[src/rtl/assert_macros.svh]
// ---------------------------------------------------------------------------
// Assertion macros used by grid_index_rotate
// ---------------------------------------------------------------------------
`ifndef ASSERT_MACROS_SVH
`define ASSERT_MACROS_SVH

// Clocked check, off while reset is asserted
`define GIR_ASSERT(lbl, prop, msg) \
  lbl: assert property (@(posedge clk) disable iff (!rst_n) prop) \
    else $error(msg);

// Clocked check that also covers the reset cycles
`define GIR_ASSERT_ALWAYS(lbl, prop, msg) \
  lbl: assert property (@(posedge clk) prop) else $error(msg);

`endif

[src/rtl/gir_div.sv]
// ---------------------------------------------------------------------------
// gir_div
// Pipelined restoring divider, one quotient bit per register stage, with a
// side-band word that travels along with each item.
// ---------------------------------------------------------------------------
module gir_div #(
  parameter int NUM_W  = 30,
  parameter int DEN_W  = 11,
  parameter int SIDE_W = 1
) (
  input  logic              clk,
  input  logic              rst_n,
  input  logic              en,
  input  logic              in_valid,
  input  logic [NUM_W-1:0]  in_num,
  input  logic [DEN_W-1:0]  in_den,
  input  logic [SIDE_W-1:0] in_side,
  output logic              out_valid,
  output logic [NUM_W-1:0]  out_quo,
  output logic [DEN_W-1:0]  out_rem,
  output logic [DEN_W-1:0]  out_den,
  output logic [SIDE_W-1:0] out_side
);

  logic              vld_r  [NUM_W];
  logic [NUM_W-1:0]  wk_r   [NUM_W];
  logic [DEN_W-1:0]  rem_r  [NUM_W];
  logic [DEN_W-1:0]  den_r  [NUM_W];
  logic [SIDE_W-1:0] side_r [NUM_W];

  for (genvar g = 0; g < NUM_W; g++) begin : g_stage
    logic              pv;
    logic [NUM_W-1:0]  pwk;
    logic [DEN_W-1:0]  prem;
    logic [DEN_W-1:0]  pden;
    logic [SIDE_W-1:0] pside;
    logic [DEN_W:0]    trial;
    logic              ge;

    if (g == 0) begin : g_first
      assign pv    = in_valid;
      assign pwk   = in_num;
      assign prem  = '0;
      assign pden  = in_den;
      assign pside = in_side;
    end else begin : g_next
      assign pv    = vld_r[g-1];
      assign pwk   = wk_r[g-1];
      assign prem  = rem_r[g-1];
      assign pden  = den_r[g-1];
      assign pside = side_r[g-1];
    end

    // bring down the next numerator bit and try the subtract
    assign trial = {prem, pwk[NUM_W-1]};
    assign ge    = (trial >= {1'b0, pden});

    always_ff @(posedge clk) begin
      if (!rst_n) begin
        vld_r[g] <= 1'b0;
      end else if (en) begin
        vld_r[g] <= pv;
      end
    end

    always_ff @(posedge clk) begin
      if (en) begin
        wk_r[g]   <= {pwk[NUM_W-2:0], ge};
        rem_r[g]  <= ge ? DEN_W'(trial - {1'b0, pden}) : trial[DEN_W-1:0];
        den_r[g]  <= pden;
        side_r[g] <= pside;
      end
    end
  end

  assign out_valid = vld_r[NUM_W-1];
  assign out_quo   = wk_r[NUM_W-1];
  assign out_rem   = rem_r[NUM_W-1];
  assign out_den   = den_r[NUM_W-1];
  assign out_side  = side_r[NUM_W-1];

endmodule

[config.mk]
export PLATFORM = sky130hd
export DESIGN_NAME = gir_div
export DESIGN_NICKNAME = d
export VERILOG_FILES = /design/src/rtl/assert_macros.svh /design/src/rtl/gir_div.sv
export SDC_FILE = /design/constraint.sdc
export NUM_CORES = 2
export LEC_CHECK = 0
export BUFFER_PORTS_ARGS = -buffer_cell sky130_fd_sc_hd__buf_2
export CORE_MARGIN = 5
export CORE_UTILIZATION = 57
export DETAILED_ROUTE_END_ITERATION = 8
export PLACE_DENSITY = 0.76
export REMOVE_ABC_BUFFERS = 1
export SLEW_MARGIN = 20
export SYNTH_ARGS = -nofsm -noshare
export SYNTH_HDL_FRONTEND = slang
export SYNTH_SLANG_ARGS = --single-unit
[constraint.sdc]
create_clock -name clk -period 2.5 [get_ports clk]
set_clock_uncertainty 0.1 [all_clocks]
set_input_delay 0.75 -clock clk [delete_from_list [all_inputs] [get_ports clk]]
set_output_delay 0.75 -clock clk [all_outputs]
set_load 0.05 [all_outputs]
==> reports/metrics.cfg <==
[floorplanning]
die_area_um2=129000
die_height_um=359
coreArea_um2=121000
row_count=128
pin_count=100
die_width_um=359
start_util_pct=57.1

[hold_path]
hold_depth=1
holdCritPathClass=input port to register
holdCritStartpoint=in_den[1]
hold-path-endpoint=den_r[0][1]$_DFFE_PP_

[timing]
period_share_pct=107
max_slew_margin_pct=64.1
timing.hold.ws_ns=0.0791
worstMarginPinSlew_ns=0.534
finalCriticalPeriod_ns=2.67
finalWorstSetupSlack_ns=-0.166
grt_setup_unrepaired=true
hold_viol=0
setup_viol=179
slew_violations=0
fmax_mhz=375

[grt]
antenna_found_initial=0
grt_max_degree=96
grt_use_total_pct=18.5
grt-ovfl-total=0
grt_pass1_wl_mm=192
grt_pass1_vias=38600

[cells_and_area]
antenna_cells=0
drive_gt1_share_pct=24.3
multi_input_area_um2=20600
final_nets=5716
post-route-cell-area_um2=84000
area_growth_pct=21.3
nFillCells=7879
final_core_util_pct=69.3
seq_area_um2=48600
stdcell_count=7075

[power_and_ir_drop]
p_per_area_nw_per_um2=1200
swShare_pct=31.0
netSwitchingPower_mw=31.2
pwr-share-seq_pct=38.5
clockPowerShare_pct=23.6
power_leakage_nw=33.0
combPwrFrac_pct=38.0
irDropWorstVdd_v=0.000919
cellInternalPower_mw=69.4

[logic_synthesis]
ys_seq_area_share_pct=70.2
synthDistinctLibCells=71
syn_area_um2=69300
yosysMostFrequentCell=edfxtp_1
yosys-top-cells-area=edfxtp_1 70%, ha_1 5.8%, inv_1 2.4%
ys_async_sr_fraction_pct=0
netlist_instances=4557
netlist.area_leader.share_pct=70.2
ys.flop_type=edfxtp_1
synth_top_area_cell=edfxtp_1
yosysWarnings=0
synth.top_cells.by_count=1619 x edfxtp_1, 443 x inv_1, 321 x ha_1, 278 x nand2_1, 267 x o21ai_0
synth-edff-count=1619
synth-seq-cells=1620
syn_avg_cell_area_um2=15.2

[clock_tree]
clock_latency_ns=0.80
clockBufferDepth=3
clock-sinks=1620
cts_tree=yes
clk_pin_slew_worst_paths_ns=0.06
cts-root-buf=clkbuf_16
htreeDepth=4
cts-buffers-inserted=165

[placement]
gp_routability_congestion=0.882
place_area_um2=75200
hpwl_mm=78.0
place_ws_ns=-0.262
io_buffers=99
dp.cells=6623

[route]
detail_route.wl_per_cell_um=17.1
drtIter0Drc=2939
firstDrtPassIters=6
vias_per_cell=5.47
vias=38700
ant_nets=0
drt-total-wl_mm=121
drc=0

[critical_path]
r2r-end=rem_r[0][73]$_DFFE_PP_
endpoint_kind=register
cp_cell_sequence=ha_2 > fa_2 > nand2b_4 > a21oi_4 > a41o_1 > a21oi_2 > o31ai_4 > buf_6 > buf_12 > mux2_4
cp_max_fo=6
r2r_setup_slack_ns=-0.17
crit_buf_inv=2
ff2ff_path_depth=10
max_stage_delay_ns=0.41
start_kind=register
cp_data_required_time_ns=2.94
cp_top_family=compound AO/OA/AOI/OAI gates
r2r_start=den_r[0][55]$_DFFE_PP_
path_class=register to register
cp_slowest_cell=edfxtp_1
arrival_ns=3.10

[run]
maxCapViolCount=0

[status]
status=complete, but fails checks
violations=setup timing

[layer usage]
metal	part of all wire (%)	vias to the layer above	global-route usage, %
li1	-	18700	-
met1	42	18800	23.7
met2	50	902	31.4
met3	4.2	287	3.30
met4	3.4	0	7.42
met5	0	-	0
[cells by family (layout without fill, tap and decap cells)]
| kind of cell | count (synthesis) | after routing | share of synthesized area, % |
|---|---|---|---|
| AOI/OAI and AO/OA | 915 | 915 | 8.94 |
| xor gates and xnor gates | 202 | 202 | 2.55 |
| adders and majority gates | 350 | 350 | 6.64 |
| buffers and inverters | 505 | 1398 | 3.00 |
| DFF | 1620 | 1620 | 70.2 |
| muxes | 210 | 210 | 3.39 |
| and+or+nand+nor | 755 | 755 | 5.27 |
[power by group through the flow]
stage               combinational (mW)  sequential [mW]  clock, mW
floorplan                         21.2             38.4          0
global placement                  29.8             39.0          0
detailed placement                30.7             39.0          0
CTS                               35.0             38.6       24.4
global route                      41.6             39.0       25.6
finish                            38.2             38.7       23.7
[worst max path at each step]
stage                              start                      end  slack [ns]  cells past startpoint
4_1_cts           den_r[0][55]$_DFFE_PP_   rem_r[0][73]$_DFFE_PP_       -0.13                     10
3_5_place_dp     den_r[0][154]$_DFFE_PP_  rem_r[0][175]$_DFFE_PP_       -0.26                      9
3_3_place_gp      den_r[0][66]$_DFFE_PP_   rem_r[0][79]$_DFFE_PP_       -0.19                      9
6_report          den_r[0][55]$_DFFE_PP_   rem_r[0][73]$_DFFE_PP_       -0.17                     10
5_1_grt           den_r[0][55]$_DFFE_PP_   rem_r[0][73]$_DFFE_PP_       -0.25                     10
2_1_floorplan  rem_r[0][8]$_SDFFCE_PN0P_   rem_r[0][13]$_DFFE_PP_       -0.39                      5
[placed cells by master, fill, tap and decap left out, types with 45 or more instances in the layout]
cell type,count
nor2b_1,54
nand2b_1,52
nand2_1,236
a21oi_1,200
buf_12,51
clkbuf_1,47
mux2_4,153
o21ai_0,186
a21o_1,49
nor2_1,144
nand3_1,45
inv_1,439
clkbuf_16,178
xnor2_1,153
edfxtp_1,1619
ha_1,290
buf_2,99
buf_4,405
buf_6,49
xor2_1,49
mux2i_1,47
[stage by stage]
stage	power, mW	setup TNS [ns]
after floorplan	59.6	-80.69
after global placement	68.8	-19.60
after detailed placement	69.7	-36.66
after CTS	98.0	-8.75
after global routing	106	-31.20
final	101	-12.83
[area by class of cell]
class / instances / share of cell area (%)
clock buffer: 215 / 5.21
clock inverter: 82 / 1.01
inverter: 443 / 1.98
multi-input combinational: 2432 / 24.5
sequential: 1620 / 57.9
tap: 1625 / 2.42
timing repair buffer: 658 / 7.01
[timing repair]
item / in CTS / in global routing
pin swaps: 51 / 76
hold endpoints to repair: 39 / 0
setup buffers: 71 / 33
hold buffers: 39 / 0
cloned: 10 / 11
setup endpoints to repair: 299 / 317
resized for setup: 285 / 304
[flip-flops by register name, indices dropped and copies added (netlist names)]
register	flops
side_r	30
vld_r	30
rem_r	330
wk_r	900
den_r	330
Note: power is estimated with default switching activity, not from simulation.
