===== config.mk =====
export PLATFORM = sky130hd
export DESIGN_NAME = gir_rot
export DESIGN_NICKNAME = d
export VERILOG_FILES = /design/src/rtl/assert_macros.svh /design/src/rtl/gir_pkg.sv /design/src/rtl/gir_rot.sv
export SDC_FILE = /design/constraint.sdc
export NUM_CORES = 2
export LEC_CHECK = 0
export ABC_AREA = 1
export BUFFER_PORTS_ARGS = -buffer_cell sky130_fd_sc_hd__buf_2
export CORE_ASPECT_RATIO = 1.25
export CORE_MARGIN = 2
export CORE_UTILIZATION = 60
export DETAILED_ROUTE_END_ITERATION = 6
export PLACE_DENSITY = 0.8
export SYNTH_ARGS = -nofsm -noshare
export SYNTH_HDL_FRONTEND = slang
export SYNTH_SLANG_ARGS = --single-unit

===== constraint.sdc =====
create_clock -name clk -period 5.8 [get_ports clk]
set_input_delay 0.29 -clock clk [delete_from_list [all_inputs] [get_ports clk]]
set_output_delay 0.29 -clock clk [all_outputs]
set_load 0.05 [all_outputs]

===== src/rtl/assert_macros.svh =====
// ---------------------------------------------------------------------------
// Assertion macros used by grid_index_rotate
// ---------------------------------------------------------------------------
`ifndef ASSERT_MACROS_SVH
`define ASSERT_MACROS_SVH

// Clocked check, off while reset is asserted
`define GIR_ASSERT(lbl, prop, msg) \
  lbl: assert property (@(posedge clk) disable iff (!rst_n) prop) \
    else $error(msg);

// Clocked check that also covers the reset cycles
`define GIR_ASSERT_ALWAYS(lbl, prop, msg) \
  lbl: assert property (@(posedge clk) prop) else $error(msg);

`endif


===== src/rtl/gir_pkg.sv =====
// ---------------------------------------------------------------------------
// gir_pkg
// Shared widths, register codes and types of the grid index rotator.
// ---------------------------------------------------------------------------
package gir_pkg;

  localparam int MAX_SIZE_DEF = 1024;

  localparam int IDX_W      = 30;
  localparam int ROT_W      = 4;
  localparam int CFG_SIZE_W = 11;
  localparam int APB_ADDR_W = 5;
  localparam int APB_DATA_W = 32;

  // d = 2a + s, one sign bit on top
  localparam int D_W    = IDX_W + 2;
  localparam int PROD_W = ROT_W + D_W;
  localparam int ACC_W  = PROD_W + 2;
  localparam int MAG_W  = ACC_W - 1;

  localparam int MAT_N = 9;
  localparam int MAT_W = MAT_N * ROT_W;

  typedef logic [MAT_N-1:0][ROT_W-1:0] rot_mat_t;
  typedef logic [2:0] reg_idx_t;

  localparam reg_idx_t REG_SIZE_X = 3'd0;
  localparam reg_idx_t REG_SIZE_Y = 3'd1;
  localparam reg_idx_t REG_SIZE_Z = 3'd2;
  localparam reg_idx_t REG_SHIFT_X = 3'd3;
  localparam reg_idx_t REG_SHIFT_Y = 3'd4;
  localparam reg_idx_t REG_SHIFT_Z = 3'd5;
  localparam reg_idx_t REG_ORDER = 3'd6;

endpackage


===== src/rtl/gir_rot.sv =====
// ---------------------------------------------------------------------------
// gir_rot
// Rotation of the doubled, shifted coordinates: products, row sums with
// halving toward zero, then sign and magnitude for the modulo lanes.
// ---------------------------------------------------------------------------
module gir_rot import gir_pkg::*; (
  input  logic                  clk,
  input  logic                  rst_n,
  input  logic                  en,
  input  logic                  in_valid,
  input  logic [2:0][IDX_W-1:0] in_coord,
  input  logic [2:0]            in_shift,
  input  rot_mat_t              in_mat,
  output logic                  out_valid,
  output logic [2:0][MAG_W-1:0] out_mag,
  output logic [2:0]            out_neg
);

  logic signed [D_W-1:0]    d      [3];
  logic signed [PROD_W-1:0] prod   [3][3];
  logic signed [PROD_W-1:0] prod_r [3][3];
  logic signed [MAG_W-1:0]  t_nxt  [3];
  logic signed [MAG_W-1:0]  t_r    [3];
  logic [2:0][MAG_W-1:0]    mag_r;
  logic [2:0]               neg_r;
  logic [2:0]               v_r;

  always_comb begin
    for (int j = 0; j < 3; j++) begin
      d[j] = $signed({1'b0, in_coord[j], in_shift[j]});
    end
    for (int i = 0; i < 3; i++) begin
      for (int j = 0; j < 3; j++) begin
        prod[i][j] = $signed(in_mat[i*3+j]) * d[j];
      end
    end
  end

  always_comb begin
    logic signed [ACC_W-1:0] acc;
    logic signed [ACC_W-1:0] hv;
    for (int i = 0; i < 3; i++) begin
      acc = ACC_W'(prod_r[i][0]) + ACC_W'(prod_r[i][1]) + ACC_W'(prod_r[i][2])
            - $signed({{(ACC_W-1){1'b0}}, in_shift[i]});
      // odd negative values round toward zero
      hv = acc + $signed({{(ACC_W-1){1'b0}}, acc[ACC_W-1] & acc[0]});
      t_nxt[i] = MAG_W'(hv >>> 1);
    end
  end

  always_ff @(posedge clk) begin
    if (!rst_n) begin
      v_r <= '0;
    end else if (en) begin
      v_r <= {v_r[1:0], in_valid};
    end
  end

  always_ff @(posedge clk) begin
    if (en) begin
      prod_r <= prod;
      t_r    <= t_nxt;
      for (int i = 0; i < 3; i++) begin
        neg_r[i] <= t_r[i][MAG_W-1];
        mag_r[i] <= t_r[i][MAG_W-1] ? MAG_W'(-t_r[i]) : MAG_W'(t_r[i]);
      end
    end
  end

  assign out_valid = v_r[2];
  assign out_mag   = mag_r;
  assign out_neg   = neg_r;

endmodule


==> impl_metrics.ini <==
[global_routing]
antenna_found_initial = 39
grt_pass1_vias = 65900
grt_max_degree = 115
grt_pass1_wl_mm = 376
grt_overflow = 0
grtUsageTotal = 0.384

[clock_network]
clock_sinks = 552
clock_latency_ns = 0.69
root_buffer = clkbuf_16
cts_setup_buffers = 0
htreeDepth = 2
cts_inserted_buffers = 57
cts_tree = done
clk_pin_slew_ns = 0.07
cts.path.max_buffers = 3

[sta]
final_max_slew_viol_count = 0
hold_viol = 0
rsz0062_at_grt = no
slew_headroom = 0.372
fin_setup_tns_ns = 0
setup_viol = 0
worstMarginPinSlew_ns = 0.935
final.setup_skew_ns = 0.0516
fin_ws_ns = 0.723
max_freq_ghz = 0.197
finalCriticalPeriod_ns = 5.08
fin_crit_sh = 0.875

[route]
firstDrtPassIters = 7
antenna_left = 0
drc_errors = 0
wl_per_cell_um = 21.0
drt_wl_total_mm = 249
routed-via-count = 66300
first_iter_violations = 5817
via_per_inst = 5.60

[synthesis]
yosys-top-cells-count = 2,781 x nand2_1, 2,341 x inv_1, 870 x ha_1
synthDistinctLibCells = 49
synth_seq_cells = 552
yosysTopAreaCell = edfxtp_1
ys_seq_area_frac = 0.219
synth_ff_type = edfxtp_1
synth_top_area_frac = 0.218
synth_edf_count = 549
avgSynthCellArea_um2 = 7.53
synth_area_um2 = 75500
syn_nets = 11700
synth.most_common_cell = nand2_1
syn_inst = 10000
yosysWarnings = 0
synth_area_leaders = edfxtp_1 22%, fa_1 17%, ha_1 14%, nand2_1 14%, inv_1 12%
synth-async-reset-ratio = 0

[worst_setup_path]
cp.required_ns = 6.25
worstSetupPathType = flop to flop
crit_path_top_delay_cell = fa_1
cp_slowest_stage_delay_ns = 0.48
crit_fanout = 5
cp.arrival_ns = 5.53
critPathCaptureType = flop
cp_common_cell = nand2_1
start_kind = flop

[placement]
place_congestion = 1.06
post-place-ws_ns = 0.319
dp_hpwl_mm = 210
io_buffers = 247

[floorplanning]
die_area_um2 = 129000
die_w_um = 321
num_rows = 145
start_util = 0.605
core_area_um2 = 125000
pin_count = 248
die_h_um = 400

[final_layout]
final_layout_size_suffix_gt1_frac = 0.0483
final_util = 0.644
area.growth.synth_to_final_pct = 6.45
nets = 11800

[outcome]
outcome = complete, no violations

[flow_run]
cap_violations = 0

[hold_path]
min_path_type = input pin to flop
## placed cells by master (no fill, tap or decap), types with 17 or more instances in the layout
cell,netlist,layout
nand2_1,2781,2781
inv_1,2341,2341
ha_1,870,870
fa_1,642,642
nor2_1,627,627
edfxtp_1,549,549
a21oi_1,428,428
nand3_1,308,308
xor2_1,281,281
buf_2,0,246
o21ai_0,200,200
xnor2_1,187,187
nor3_1,99,99
nand4_1,81,81
clkbuf_16,0,57
a21o_1,49,49
nor4_1,42,42
o21bai_1,38,38
buf_4,0,37
a31oi_1,29,29
nor2_2,28,28
nand2_2,26,26
o21a_1,24,24
nand3b_1,23,23
a21boi_0,21,21
o211ai_1,19,19
o21ai_1,17,17
## final timing paths
kind	start	end	slack (ns)	cells past startpoint
setup / recovery	prod_r[1]	t_r[33]	0.72	28
hold / removal	en	t_r[105]	0.18	1
setup reg to reg	prod_r[1]	t_r[33]	0.72	28
hold reg to reg	t_r[74]	out_mag[0]	0.49	0
## cell type report
cell class                 instances  area [µm²]
antenna                           10        25.0
clock buffer                      62        1450
clock inverter                    44         532
fill                           11100       44500
inverter                        2352        8830
multi-input combinational       6912       49300
sequential                       552       16500
tap                             1617        2020
timing repair buffer             291        1630
## cell families (layout without fill, tap and decap cells)
logic type | after synthesis | in the layout | share of synthesized area
and+or+nand+nor | 4073 | 4073 | 0.220
adders and majority gates | 1512 | 1512 | 0.315
DFF | 552 | 552 | 0.219
AOI/OAI and AO/OA | 857 | 857 | 0.0638
buffers and inverters | 2563 | 2749 | 0.127
other | 0 | 10 | 0
xor gates and xnor gates | 470 | 470 | 0.0548
## stage by stage
step / hold WS [ns] / area, µm² / std cells
after CTS: 0.119 / 80300 / 11800
final: 0.175 / 80300 / 11800
after detailed placement: 0.483 / 78300 / 11700
after global placement: 0.464 / 78300 / 11700
after floorplan: 0.402 / 75500 / 10000
after global routing: 0.164 / 80300 / 11800
## worst max-delay path: cells and delay by family, from the launching register on
kind          cells  cell delay [ns]
simple gates     18             2.48
fa+ha+maj         5             1.63
buf+inv           5             0.40
flops             1             0.33
## state kept, by name, indices dropped and copies added (netlist names)
register	flops
prod_r	324
out_mag	111
t_r	111
out_neg	3
v_r	3
## routing by layer
metal | track usage | share of wire | up-vias | wire length [µm]
li1 | - | - | 31100 | -
met1 | 0.468 | 0.38 | 31600 | 94100
met2 | 0.627 | 0.46 | 2820 | 114000
met3 | 0.0840 | 0.092 | 762 | 22900
met4 | 0.219 | 0.069 | 44 | 17200
met5 | 0 | 0.0012 | - | 287
## what timing repair did
item,CTS,global route
endpoints found under the hold margin,3,0
hold buffers,3,0
gates resized for setup,0,0
Power is left out: the tool's default activity adds up to more than one toggle a clock period on the data nets, which glitch-free logic cannot reach.
